===== src/rtl/windowed_peak_rms_meter_defines.svh =====
// Assertion helpers for the level meter.
`ifndef WINDOWED_PEAK_RMS_METER_DEFINES_SVH
`define WINDOWED_PEAK_RMS_METER_DEFINES_SVH
`ifndef SYNTHESIS
// pre holds -> post holds in the same cycle
`define ASSERT_IMP(label, clk, rst_n, pre, post) \
	label: assert property (@(posedge clk) disable iff (!rst_n) (pre) |-> (post)) \
		else $error("assertion failed");
// pre holds -> post holds in the next cycle
`define ASSERT_NXT(label, clk, rst_n, pre, post) \
	label: assert property (@(posedge clk) disable iff (!rst_n) (pre) |=> (post)) \
		else $error("assertion failed");
`else
`define ASSERT_IMP(label, clk, rst_n, pre, post)
`define ASSERT_NXT(label, clk, rst_n, pre, post)
`endif
`endif


===== src/rtl/wprm_pkg.sv =====
package wprm_pkg;

	// sample and stream geometry
	localparam int SAMPLE_BITS = 24;
	localparam int POS_BITS    = 40;
	localparam int LEN_BITS    = 17;
	localparam int SUM_BITS    = 63;
	localparam int SQ_BITS     = 2 * SAMPLE_BITS;
	localparam int ROOT_BITS   = SQ_BITS / 2;

	localparam logic [LEN_BITS-1:0] MAX_WINDOW   = 17'd65536;
	localparam logic [LEN_BITS-1:0] LEN_AT_RESET = 17'd48000;

	// window queue between front and back
	localparam int Q_DEPTH = 4;
	localparam int Q_AW    = 2;
	localparam int Q_CW    = 3;

	// closed window handed to the back end
	typedef struct packed {
		logic [SAMPLE_BITS-1:0] peak;
		logic [SUM_BITS-1:0]    sum;
		logic [LEN_BITS-1:0]    count;
		logic [POS_BITS-1:0]    pos;
	} wprm_win_t;

	typedef struct packed {
		logic      push;
		wprm_win_t win;
	} wprm_push_t;

endpackage


===== src/rtl/wprm_front.sv =====
module wprm_front (
	input  logic                         clk,
	input  logic                         arst_n,
	input  logic                         s_axis_tvalid,
	output logic                         s_axis_tready,
	input  logic [63:0]                  s_axis_tdata,  // sample[23:0], sample_position[63:24]
	input  logic                         cfg_valid,
	output logic                         cfg_ready,
	input  logic [16:0]                  cfg_data,
	input  logic [wprm_pkg::Q_CW-1:0]    q_count,
	output wprm_pkg::wprm_push_t         push
);
	import wprm_pkg::*;

	logic [LEN_BITS-1:0]    win_len_q;
	logic [LEN_BITS-1:0]    eff_len;
	logic [SAMPLE_BITS-1:0] smp;
	logic [SAMPLE_BITS-1:0] mag;
	logic                   acc;
	logic [Q_CW-1:0]        busy;

	logic                   v_s1, v_s2;
	logic [SAMPLE_BITS-1:0] mag_s1, mag_s2;
	logic [POS_BITS-1:0]    pos_s1, pos_s2;
	logic [SQ_BITS-1:0]     sq_s2;

	logic [SAMPLE_BITS-1:0] peak_q, peak_new;
	logic [SUM_BITS-1:0]    sum_q, sum_new;
	logic [LEN_BITS-1:0]    cnt_q, cnt_new;
	logic                   close;

	// window length register, always writable
	assign cfg_ready = 1'b1;
	always_ff @(posedge clk or negedge arst_n) begin
		if (!arst_n) begin
			win_len_q <= LEN_AT_RESET;
		end else if (cfg_valid) begin
			win_len_q <= cfg_data;
		end
	end

	always_comb begin
		eff_len = win_len_q;
		if (win_len_q == '0) begin
			eff_len = LEN_BITS'(1);
		end else if (win_len_q > MAX_WINDOW) begin
			eff_len = MAX_WINDOW;
		end
	end

	// credit check: every request in flight may close a window
	assign busy          = q_count + Q_CW'(v_s1) + Q_CW'(v_s2);
	assign s_axis_tready = busy < Q_CW'(Q_DEPTH);
	assign acc           = s_axis_tvalid && s_axis_tready;

	// magnitude; most negative value maps to 2^(SAMPLE_BITS-1)
	assign smp = s_axis_tdata[SAMPLE_BITS-1:0];
	assign mag = smp[SAMPLE_BITS-1] ? (~smp + SAMPLE_BITS'(1)) : smp;

	always_ff @(posedge clk or negedge arst_n) begin
		if (!arst_n) begin
			v_s1 <= 1'b0;
			v_s2 <= 1'b0;
		end else begin
			v_s1 <= acc;
			v_s2 <= v_s1;
		end
	end

	// stage 1: magnitude, stage 2: square
	always_ff @(posedge clk) begin
		mag_s1 <= mag;
		pos_s1 <= s_axis_tdata[SAMPLE_BITS +: POS_BITS];
		mag_s2 <= mag_s1;
		pos_s2 <= pos_s1;
		sq_s2  <= SQ_BITS'(mag_s1) * SQ_BITS'(mag_s1);
	end

	// accumulate and detect window end
	assign peak_new = (mag_s2 > peak_q) ? mag_s2 : peak_q;
	assign sum_new  = sum_q + SUM_BITS'(sq_s2);
	assign cnt_new  = cnt_q + LEN_BITS'(1);
	assign close    = v_s2 && ((cnt_new >= eff_len) || (cnt_new == '0));

	always_ff @(posedge clk or negedge arst_n) begin
		if (!arst_n) begin
			peak_q <= '0;
			sum_q  <= '0;
			cnt_q  <= '0;
		end else if (v_s2) begin
			if (close) begin
				peak_q <= '0;
				sum_q  <= '0;
				cnt_q  <= '0;
			end else begin
				peak_q <= peak_new;
				sum_q  <= sum_new;
				cnt_q  <= cnt_new;
			end
		end
	end

	always_comb begin
		push.push      = close;
		push.win.peak  = peak_new;
		push.win.sum   = sum_new;
		push.win.count = (cnt_new == '0) ? LEN_BITS'(1) : cnt_new;
		push.win.pos   = pos_s2;
	end

endmodule


===== src/rtl/wprm_queue.sv =====
module wprm_queue (
	input  logic                      clk,
	input  logic                      arst_n,
	input  wprm_pkg::wprm_push_t      push,
	input  logic                      pop,
	output logic                      q_valid,
	output wprm_pkg::wprm_win_t       q_data,
	output logic [wprm_pkg::Q_CW-1:0] count
);
	import wprm_pkg::*;

	wprm_win_t       slot_q [Q_DEPTH];
	logic [Q_AW-1:0] wr_ptr_q, rd_ptr_q;
	logic [Q_CW-1:0] cnt_q;
	logic            do_pop;

	assign do_pop  = pop && (cnt_q != '0);
	assign q_valid = cnt_q != '0;
	assign q_data  = slot_q[rd_ptr_q];
	assign count   = cnt_q;

	always_ff @(posedge clk) begin
		if (push.push) begin
			slot_q[wr_ptr_q] <= push.win;
		end
	end

	// pointers and fill count
	always_ff @(posedge clk or negedge arst_n) begin
		if (!arst_n) begin
			wr_ptr_q <= '0;
			rd_ptr_q <= '0;
			cnt_q    <= '0;
		end else begin
			if (push.push) begin
				wr_ptr_q <= wr_ptr_q + Q_AW'(1);
			end
			if (do_pop) begin
				rd_ptr_q <= rd_ptr_q + Q_AW'(1);
			end
			cnt_q <= cnt_q + Q_CW'(push.push) - Q_CW'(do_pop);
		end
	end

endmodule


===== src/rtl/wprm_back.sv =====
module wprm_back (
	input  logic                clk,
	input  logic                arst_n,
	input  logic                q_valid,
	input  wprm_pkg::wprm_win_t q_data,
	output logic                q_pop,
	output logic                m_axis_tvalid,
	input  logic                m_axis_tready,
	output logic [87:0]         m_axis_tdata   // window_peak[23:0], window_rms[47:24], end_position[87:48]
);
	import wprm_pkg::*;

	localparam int DIV_STEPS  = SUM_BITS;
	localparam int SQRT_STEPS = ROOT_BITS;
	localparam int STEP_BITS  = 6;
	localparam int REM_BITS   = LEN_BITS + 1;
	localparam int SREM_BITS  = ROOT_BITS + 1;

	typedef enum logic [1:0] {ST_IDLE, ST_DIV, ST_SQRT, ST_DONE} state_t;

	state_t                 state_q;
	logic [STEP_BITS-1:0]   step_q;
	logic [SAMPLE_BITS-1:0] peak_q;
	logic [POS_BITS-1:0]    pos_q;
	logic [LEN_BITS-1:0]    dvs_q;
	logic [SUM_BITS-1:0]    dvd_q;
	logic [LEN_BITS-1:0]    rem_q;
	logic [SQ_BITS-1:0]     rad_q;
	logic [ROOT_BITS-1:0]   root_q;
	logic [SREM_BITS-1:0]   srem_q;
	logic                   out_valid_q;
	logic [87:0]            out_data_q;
	logic                   load_out;

	// restoring divide step
	logic [REM_BITS-1:0]    d_try;
	logic                   d_ge;
	logic [LEN_BITS-1:0]    d_rem;
	logic [SUM_BITS-1:0]    d_quo;

	// digit-by-digit square root step
	logic [SREM_BITS+1:0]   s_try;
	logic [SREM_BITS+1:0]   s_trial;
	logic                   s_ge;
	logic [SREM_BITS-1:0]   s_rem;
	logic [ROOT_BITS-1:0]   s_root;

	always_comb begin
		d_try = {rem_q, dvd_q[SUM_BITS-1]};
		d_ge  = d_try >= {1'b0, dvs_q};
		d_rem = d_ge ? LEN_BITS'(d_try - {1'b0, dvs_q}) : d_try[LEN_BITS-1:0];
		d_quo = {dvd_q[SUM_BITS-2:0], d_ge};
	end

	always_comb begin
		s_try   = {srem_q, rad_q[SQ_BITS-1 -: 2]};
		s_trial = {1'b0, root_q, 2'b01};
		s_ge    = s_try >= s_trial;
		s_rem   = s_ge ? SREM_BITS'(s_try - s_trial) : s_try[SREM_BITS-1:0];
		s_root  = {root_q[ROOT_BITS-2:0], s_ge};
	end

	assign q_pop         = (state_q == ST_IDLE) && q_valid;
	assign load_out      = (state_q == ST_DONE) && (!out_valid_q || m_axis_tready);
	assign m_axis_tvalid = out_valid_q;
	assign m_axis_tdata  = out_data_q;

	// sequencer: divide, then root, then output register
	always_ff @(posedge clk or negedge arst_n) begin
		if (!arst_n) begin
			state_q     <= ST_IDLE;
			step_q      <= '0;
			peak_q      <= '0;
			pos_q       <= '0;
			dvs_q       <= '0;
			dvd_q       <= '0;
			rem_q       <= '0;
			rad_q       <= '0;
			root_q      <= '0;
			srem_q      <= '0;
			out_valid_q <= 1'b0;
			out_data_q  <= '0;
		end else begin
			if (load_out) begin
				out_valid_q <= 1'b1;
			end else if (m_axis_tready) begin
				out_valid_q <= 1'b0;
			end
			unique case (state_q)
				ST_IDLE: begin
					if (q_valid) begin
						peak_q  <= q_data.peak;
						pos_q   <= q_data.pos;
						dvs_q   <= q_data.count;
						dvd_q   <= q_data.sum;
						rem_q   <= '0;
						step_q  <= '0;
						state_q <= ST_DIV;
					end
				end
				ST_DIV: begin
					rem_q  <= d_rem;
					dvd_q  <= d_quo;
					step_q <= step_q + STEP_BITS'(1);
					if (step_q == STEP_BITS'(DIV_STEPS - 1)) begin
						// mean never exceeds the largest square
						rad_q   <= d_quo[SQ_BITS-1:0];
						root_q  <= '0;
						srem_q  <= '0;
						step_q  <= '0;
						state_q <= ST_SQRT;
					end
				end
				ST_SQRT: begin
					srem_q <= s_rem;
					root_q <= s_root;
					rad_q  <= {rad_q[SQ_BITS-3:0], 2'b00};
					step_q <= step_q + STEP_BITS'(1);
					if (step_q == STEP_BITS'(SQRT_STEPS - 1)) begin
						state_q <= ST_DONE;
					end
				end
				ST_DONE: begin
					if (load_out) begin
						out_data_q <= {pos_q, root_q, peak_q};
						state_q    <= ST_IDLE;
					end
				end
				default: begin
					state_q <= ST_IDLE;
				end
			endcase
		end
	end

endmodule


===== src/rtl/windowed_peak_rms_meter.sv =====
// Throughput: one sample per cycle while the window queue has room.
// Result path from the closing sample's request to result valid: 2 front stages, queue,
//   63 divide steps, 24 square-root steps, output register.
// The back end handles one window at a time and takes no new one until its result is
//   loaded into the output register; short windows fill the 4-entry queue and stall the sample input.
// Reset (arst_n low, asynchronous): accumulators, queue and output cleared, window length 48000.
`include "windowed_peak_rms_meter_defines.svh"
module windowed_peak_rms_meter (
	input  logic        clk,
	input  logic        arst_n,
	input  logic        s_axis_tvalid,
	output logic        s_axis_tready,
	input  logic [63:0] s_axis_tdata,   // sample[23:0], sample_position[63:24]
	output logic        m_axis_tvalid,
	input  logic        m_axis_tready,
	output logic [87:0] m_axis_tdata,   // window_peak[23:0], window_rms[47:24], end_position[87:48]
	input  logic        cfg_valid,
	output logic        cfg_ready,
	input  logic [16:0] cfg_data        // window_length
);
	import wprm_pkg::*;

	wprm_push_t      push;
	logic            q_valid;
	logic            q_pop;
	wprm_win_t       q_data;
	logic [Q_CW-1:0] q_count;

	wprm_front u_front (
		.clk           (clk),
		.arst_n        (arst_n),
		.s_axis_tvalid (s_axis_tvalid),
		.s_axis_tready (s_axis_tready),
		.s_axis_tdata  (s_axis_tdata),
		.cfg_valid     (cfg_valid),
		.cfg_ready     (cfg_ready),
		.cfg_data      (cfg_data),
		.q_count       (q_count),
		.push          (push)
	);

	wprm_queue u_queue (
		.clk     (clk),
		.arst_n  (arst_n),
		.push    (push),
		.pop     (q_pop),
		.q_valid (q_valid),
		.q_data  (q_data),
		.count   (q_count)
	);

	wprm_back u_back (
		.clk           (clk),
		.arst_n        (arst_n),
		.q_valid       (q_valid),
		.q_data        (q_data),
		.q_pop         (q_pop),
		.m_axis_tvalid (m_axis_tvalid),
		.m_axis_tready (m_axis_tready),
		.m_axis_tdata  (m_axis_tdata)
	);

	// credit scheme keeps the queue from overflowing
	`ASSERT_IMP(a_queue_room, clk, arst_n, push.push, q_count < Q_CW'(Q_DEPTH))
	// back end takes one window and is then busy
	`ASSERT_NXT(a_single_pop, clk, arst_n, q_pop, !q_pop)
	// root of mean square never exceeds the peak
	`ASSERT_IMP(a_rms_le_peak, clk, arst_n, m_axis_tvalid, m_axis_tdata[47:24] <= m_axis_tdata[23:0])

endmodule


===== config.mk =====
export PLATFORM = sky130hd
export DESIGN_NAME = windowed_peak_rms_meter
export DESIGN_NICKNAME = d
export VERILOG_FILES = /design/src/rtl/wprm_pkg.sv /design/src/rtl/wprm_front.sv /design/src/rtl/wprm_queue.sv /design/src/rtl/wprm_back.sv /design/src/rtl/windowed_peak_rms_meter.sv
export VERILOG_INCLUDE_DIRS = /design/src /design/src/rtl
export SDC_FILE = /design/constraint.sdc
export NUM_CORES = 2
export LEC_CHECK = 0
export BUFFER_PORTS_ARGS = -buffer_cell sky130_fd_sc_hd__buf_2
export CAP_MARGIN = 20
export CORE_AREA = 2 2 418 420
export DETAILED_ROUTE_END_ITERATION = 16
export DIE_AREA = 0 0 420 422
export PLACE_DENSITY = 0.54
export RECOVER_POWER = 50
export SETUP_SLACK_MARGIN = 0.1
export SKIP_LAST_GASP = 1
export SLEW_MARGIN = 5
export SYNTH_ARGS = -nofsm -noshare
export SYNTH_HDL_FRONTEND = slang
export SYNTH_HIERARCHICAL = 1
export SYNTH_SLANG_ARGS = --single-unit

===== constraint.sdc =====
create_clock -name clk -period 10.2 [get_ports clk]
set_input_delay 1.02 -clock clk [delete_from_list [all_inputs] [get_ports clk]]
set_output_delay 1.02 -clock clk [all_outputs]
set_load 0.1 [all_outputs]

==> flow_metrics.env <==
export IMPL_grt_max_degree=140
export IMPL_core_mm2=0.173
export IMPL_crit_required_ps=10880
export IMPL_cp_slowest_stage_delay_ps=1090
export IMPL_tns_ps=0
export IMPL_clockBufferDepth=3
export IMPL_cp_slowest_cell="clkbuf_1"
export IMPL_num_io_pins=177
export IMPL_hold_viol=0
export IMPL_antenna_left=0
export IMPL_die_y_um=422
export IMPL_slew_headroom_pct=-145
export IMPL_maxCapViolCount=27
export IMPL_avgSynthCellArea_um2=12.3
export IMPL_drt_pass1_iter_count=5
export IMPL_fmax_mhz=116
export IMPL_hold_buffers=0
export IMPL_cts_root_buf="clkbuf_16"
export IMPL_rows=153
export IMPL_grt_pass1_vias=43300
export IMPL_async_flop_share_pct=39.3
export IMPL_antenna_found_initial=2
export IMPL_cts_resized=0
export IMPL_syn_num_nets=6420
export IMPL_die_area_mm2=0.177
export IMPL_synthFlopType="edfxtp_1"
export IMPL_end_kind="flop"
export IMPL_cts_setup_buffers=0
export IMPL_drive_above_1_share_pct=11.8
export IMPL_initial_core_util_pct=39.8
export IMPL_grt_pass1_wl_um=246000
export IMPL_ys_ff_latch=1235
export IMPL_clkLatencyLatePin_ps=760
export IMPL_fillers=16000
export IMPL_place_gp_congestion=0.837
export IMPL_drv_slew=1068
export IMPL_drt_iter0_markers=2264
export IMPL_area_growth_pct=11.1
export IMPL_syn_area_mm2=0.0687
export IMPL_wire_per_inst_um=18.9
export IMPL_die_w_um=420
export IMPL_overflow=0
export IMPL_path_class="reg2reg"
export IMPL_cts_tree="yes"
export IMPL_hp_class="reg2reg"
export IMPL_cts_buffers=136
export IMPL_worstPathCellList="clkbuf_1 -> inv_1 -> nor2_1 -> inv_1 -> fa_1 -> inv_1 -> fa_1 -> fa_1 -> fa_1 -> fa_1 -> fa_1 -> inv_1 -> fa_1 -> inv_1 -> ha_1 -> a21o_1 -> a31oi_1 -> a21oi_1 -> a211o_1 -> a31oi_1 -> o21ai_0 -> a21o_1 -> a311oi_1 -> xnor2_1"
export IMPL_cts_sinks=1235
export IMPL_fin_cells=8137
export IMPL_final_net_count=6543
export IMPL_tightest_slew_ps=3680
export IMPL_clock_skew_final_ps=28.1
export IMPL_placed_cells=7882
export IMPL_drc_errors=0
export IMPL_ys_warn_count=6
export IMPL_h_tree_depth=4
export IMPL_ys_seq_area_share_pct=47.9
export IMPL_rrSetupSlack_ps=1580
export IMPL_via_per_inst=5.08
export IMPL_port_buffers=175
export IMPL_status="finished with violations"
export IMPL_track_usage_pct=17.5
export IMPL_hpwl_um=106000
export IMPL_clkSlewWorstSetupHoldPaths_ps=60
export IMPL_synthDistinctLibCells=108
export IMPL_synth_edf_count=576
export IMPL_finalCritPeriodShare_pct=84.5
export IMPL_arrival_ps=9290
export IMPL_setup_viol=0
export IMPL_rsz0062_at_grt="no"
export IMPL_violations="max-capacitance violations, max-slew violations"
export IMPL_fin_crit_ps=8620
export IMPL_num_vias=41400
export IMPL_synthCells=5573
export IMPL_path_max_fanout=22
export IMPL_start_kind="flop"
export IMPL_postRouteWirelength_um=154000
export IMPL_critical_path_most_common_cell="fa_1"
==> sequential cells by signal (all words and copies together) (netlist names), 6 cells and up <==
register             flops
u_front/sq_s2           47
u_queue/slot_q         576
u_front/peak_q          24
u_front/cnt_q           17
u_front/pos_s2          40
u_back/step_q            6
u_front/pos_s1          40
u_back/dvs_q            17
u_back/rem_q            17
u_back/srem_q           25
u_back/pos_q            40
u_front/sum_q           63
u_front/mag_s2          23
u_front/mag_s1          24
u_front/win_len_q       17
u_back/rad_q            48
u_back/root_q           24
u_back/dvd_q            63
u_back/m_axis_tdata     88
u_back/peak_q           24
==> per-layer routing <==
metal	routed length, um	share of wire, %	track usage (%)
met5	0	0	0
met4	2820	1.8	4.05
met3	5390	3.5	2.59
met2	73400	48	28.7
met1	72200	47	24.6
==> synthesized netlist by cell type, types with 19 or more instances <==
| cell | n | area (um2) |
|---|---|---|
| nand4_1 | 31 | 194 |
| o21ai_1 | 25 | 125 |
| a31oi_1 | 30 | 188 |
| nand2_1 | 535 | 2010 |
| dfrtp_1 | 478 | 12000 |
| nand2b_1 | 21 | 131 |
| nor2_1 | 109 | 409 |
| and2_1 | 140 | 876 |
| clkbuf_1 | 179 | 672 |
| o21ai_0 | 277 | 1390 |
| a21oi_1 | 143 | 716 |
| xnor2_1 | 128 | 1120 |
| dfxtp_1 | 174 | 3480 |
| mux2i_1 | 128 | 1280 |
| o2bb2ai_1 | 28 | 245 |
| ha_1 | 326 | 4080 |
| a22o_1 | 48 | 420 |
| nand3_1 | 48 | 240 |
| mux2_2 | 170 | 1910 |
| fa_1 | 435 | 8710 |
| buf_2 | 36 | 180 |
| mux4_2 | 144 | 3240 |
| and3_1 | 21 | 131 |
| o21bai_1 | 19 | 143 |
| nor3_1 | 39 | 195 |
| edfxtp_1 | 576 | 17300 |
| o21a_1 | 28 | 210 |
| o31ai_1 | 23 | 173 |
| a21o_1 | 91 | 683 |
| nor2b_1 | 38 | 238 |
| inv_1 | 750 | 2820 |
| xor2_1 | 58 | 508 |
==> layout make-up <==
| class | instances | area [um2] | area share, % |
|---|---|---|---|
| Sequential cell | 1235 | 32900 | 43.1 |
| Multi-Input combinational cell | 3341 | 31900 | 41.8 |
| Clock buffer | 196 | 3860 | 5.05 |
| Tap cell | 2325 | 2910 | 3.81 |
| Inverter | 750 | 2820 | 3.69 |
| Timing Repair Buffer | 232 | 1100 | 1.45 |
| Clock inverter | 57 | 838 | 1.10 |
| Antenna cell | 1 | 2.50 | 0.00328 |
==> cells in the final DEF (no fill, tap or decap), drive strengths merged, types with 15 or more instances in the layout <==
cell / Yosys / layout
nor2b: 38 / 38
nor3: 42 / 42
a21oi: 148 / 148
o21bai: 19 / 19
xnor2: 132 / 132
clkbuf: 179 / 324
dfxtp: 174 / 174
edfxtp: 576 / 576
mux4: 144 / 144
clkinv: 0 / 33
ha: 326 / 326
a21o: 92 / 92
and2: 141 / 141
nand3: 51 / 51
a31oi: 30 / 30
o2bb2ai: 28 / 28
nor2: 110 / 110
mux2: 170 / 170
xor2: 58 / 58
o21ai: 303 / 303
o21a: 28 / 28
a31o: 15 / 15
a22o: 48 / 48
dfrtp: 478 / 478
o31ai: 24 / 24
and3: 21 / 21
nor4: 20 / 20
nand2: 537 / 537
inv: 750 / 759
nand2b: 21 / 21
fa: 435 / 435
mux2i: 128 / 128
buf: 68 / 104
a211oi: 17 / 17
nand4: 32 / 32
==> path summary, 6_finish.rpt <==
path,cells past startpoint,startpoint,end
min reg2reg,0,u_front/pos_s1[22]$_DFF_P_,u_front/pos_s2[22]$_DFF_P_
max,24,u_front/mag_s1[16]$_DFF_P_,u_front/sq_s2[39]$_DFF_P_
min in group asynchronous,1,arst_n,u_back/m_axis_tdata[42]$_DFFE_PN0P_
min,0,u_front/pos_s1[22]$_DFF_P_,u_front/pos_s2[22]$_DFF_P_
max reg2reg,24,u_front/mag_s1[16]$_DFF_P_,u_front/sq_s2[39]$_DFF_P_
max in group asynchronous,3,arst_n,u_front/sum_q[47]$_DFFE_PN0P_
==> worst max-delay path, delay by kind of cell, from the launching register on <==
family / cells / cell delay [ps]
buffers and inverters: 6 / 1800
AO/OA/AOI/OAI: 8 / 1850
adder cells (fa/ha/maj): 8 / 4080
XOR/XNOR: 1 / 160
flip-flops: 1 / 310
AND/OR/NAND/NOR: 1 / 310
==> cells by family after synthesis <==
kind of cell    synth area share (%)
compound gates                  8.56
xor+xnor                        2.46
fa+ha+maj                       18.6
buf+inv                         5.69
flops                           47.9
mux                             9.37
other cells                  0.00546
simple gates                    7.41
==> through the flow <==
stage | hold slack, ps | instance area, um2 | setup slack (ps) | util, %
global route | 312 | 76300 | 1190 | 44.2
CTS | 174 | 76700 | 2410 | 44.4
finish | 320 | 76300 | 1580 | 44.2
floorplan | 310 | 68700 | 3270 | -
global placement | 310 | 72000 | 2590 | 41.6
detailed placement | 312 | 72000 | 2470 | 41.6
Power is not shown: default switching activity piles up to over one toggle a cycle in this logic, so the estimate is an artifact.
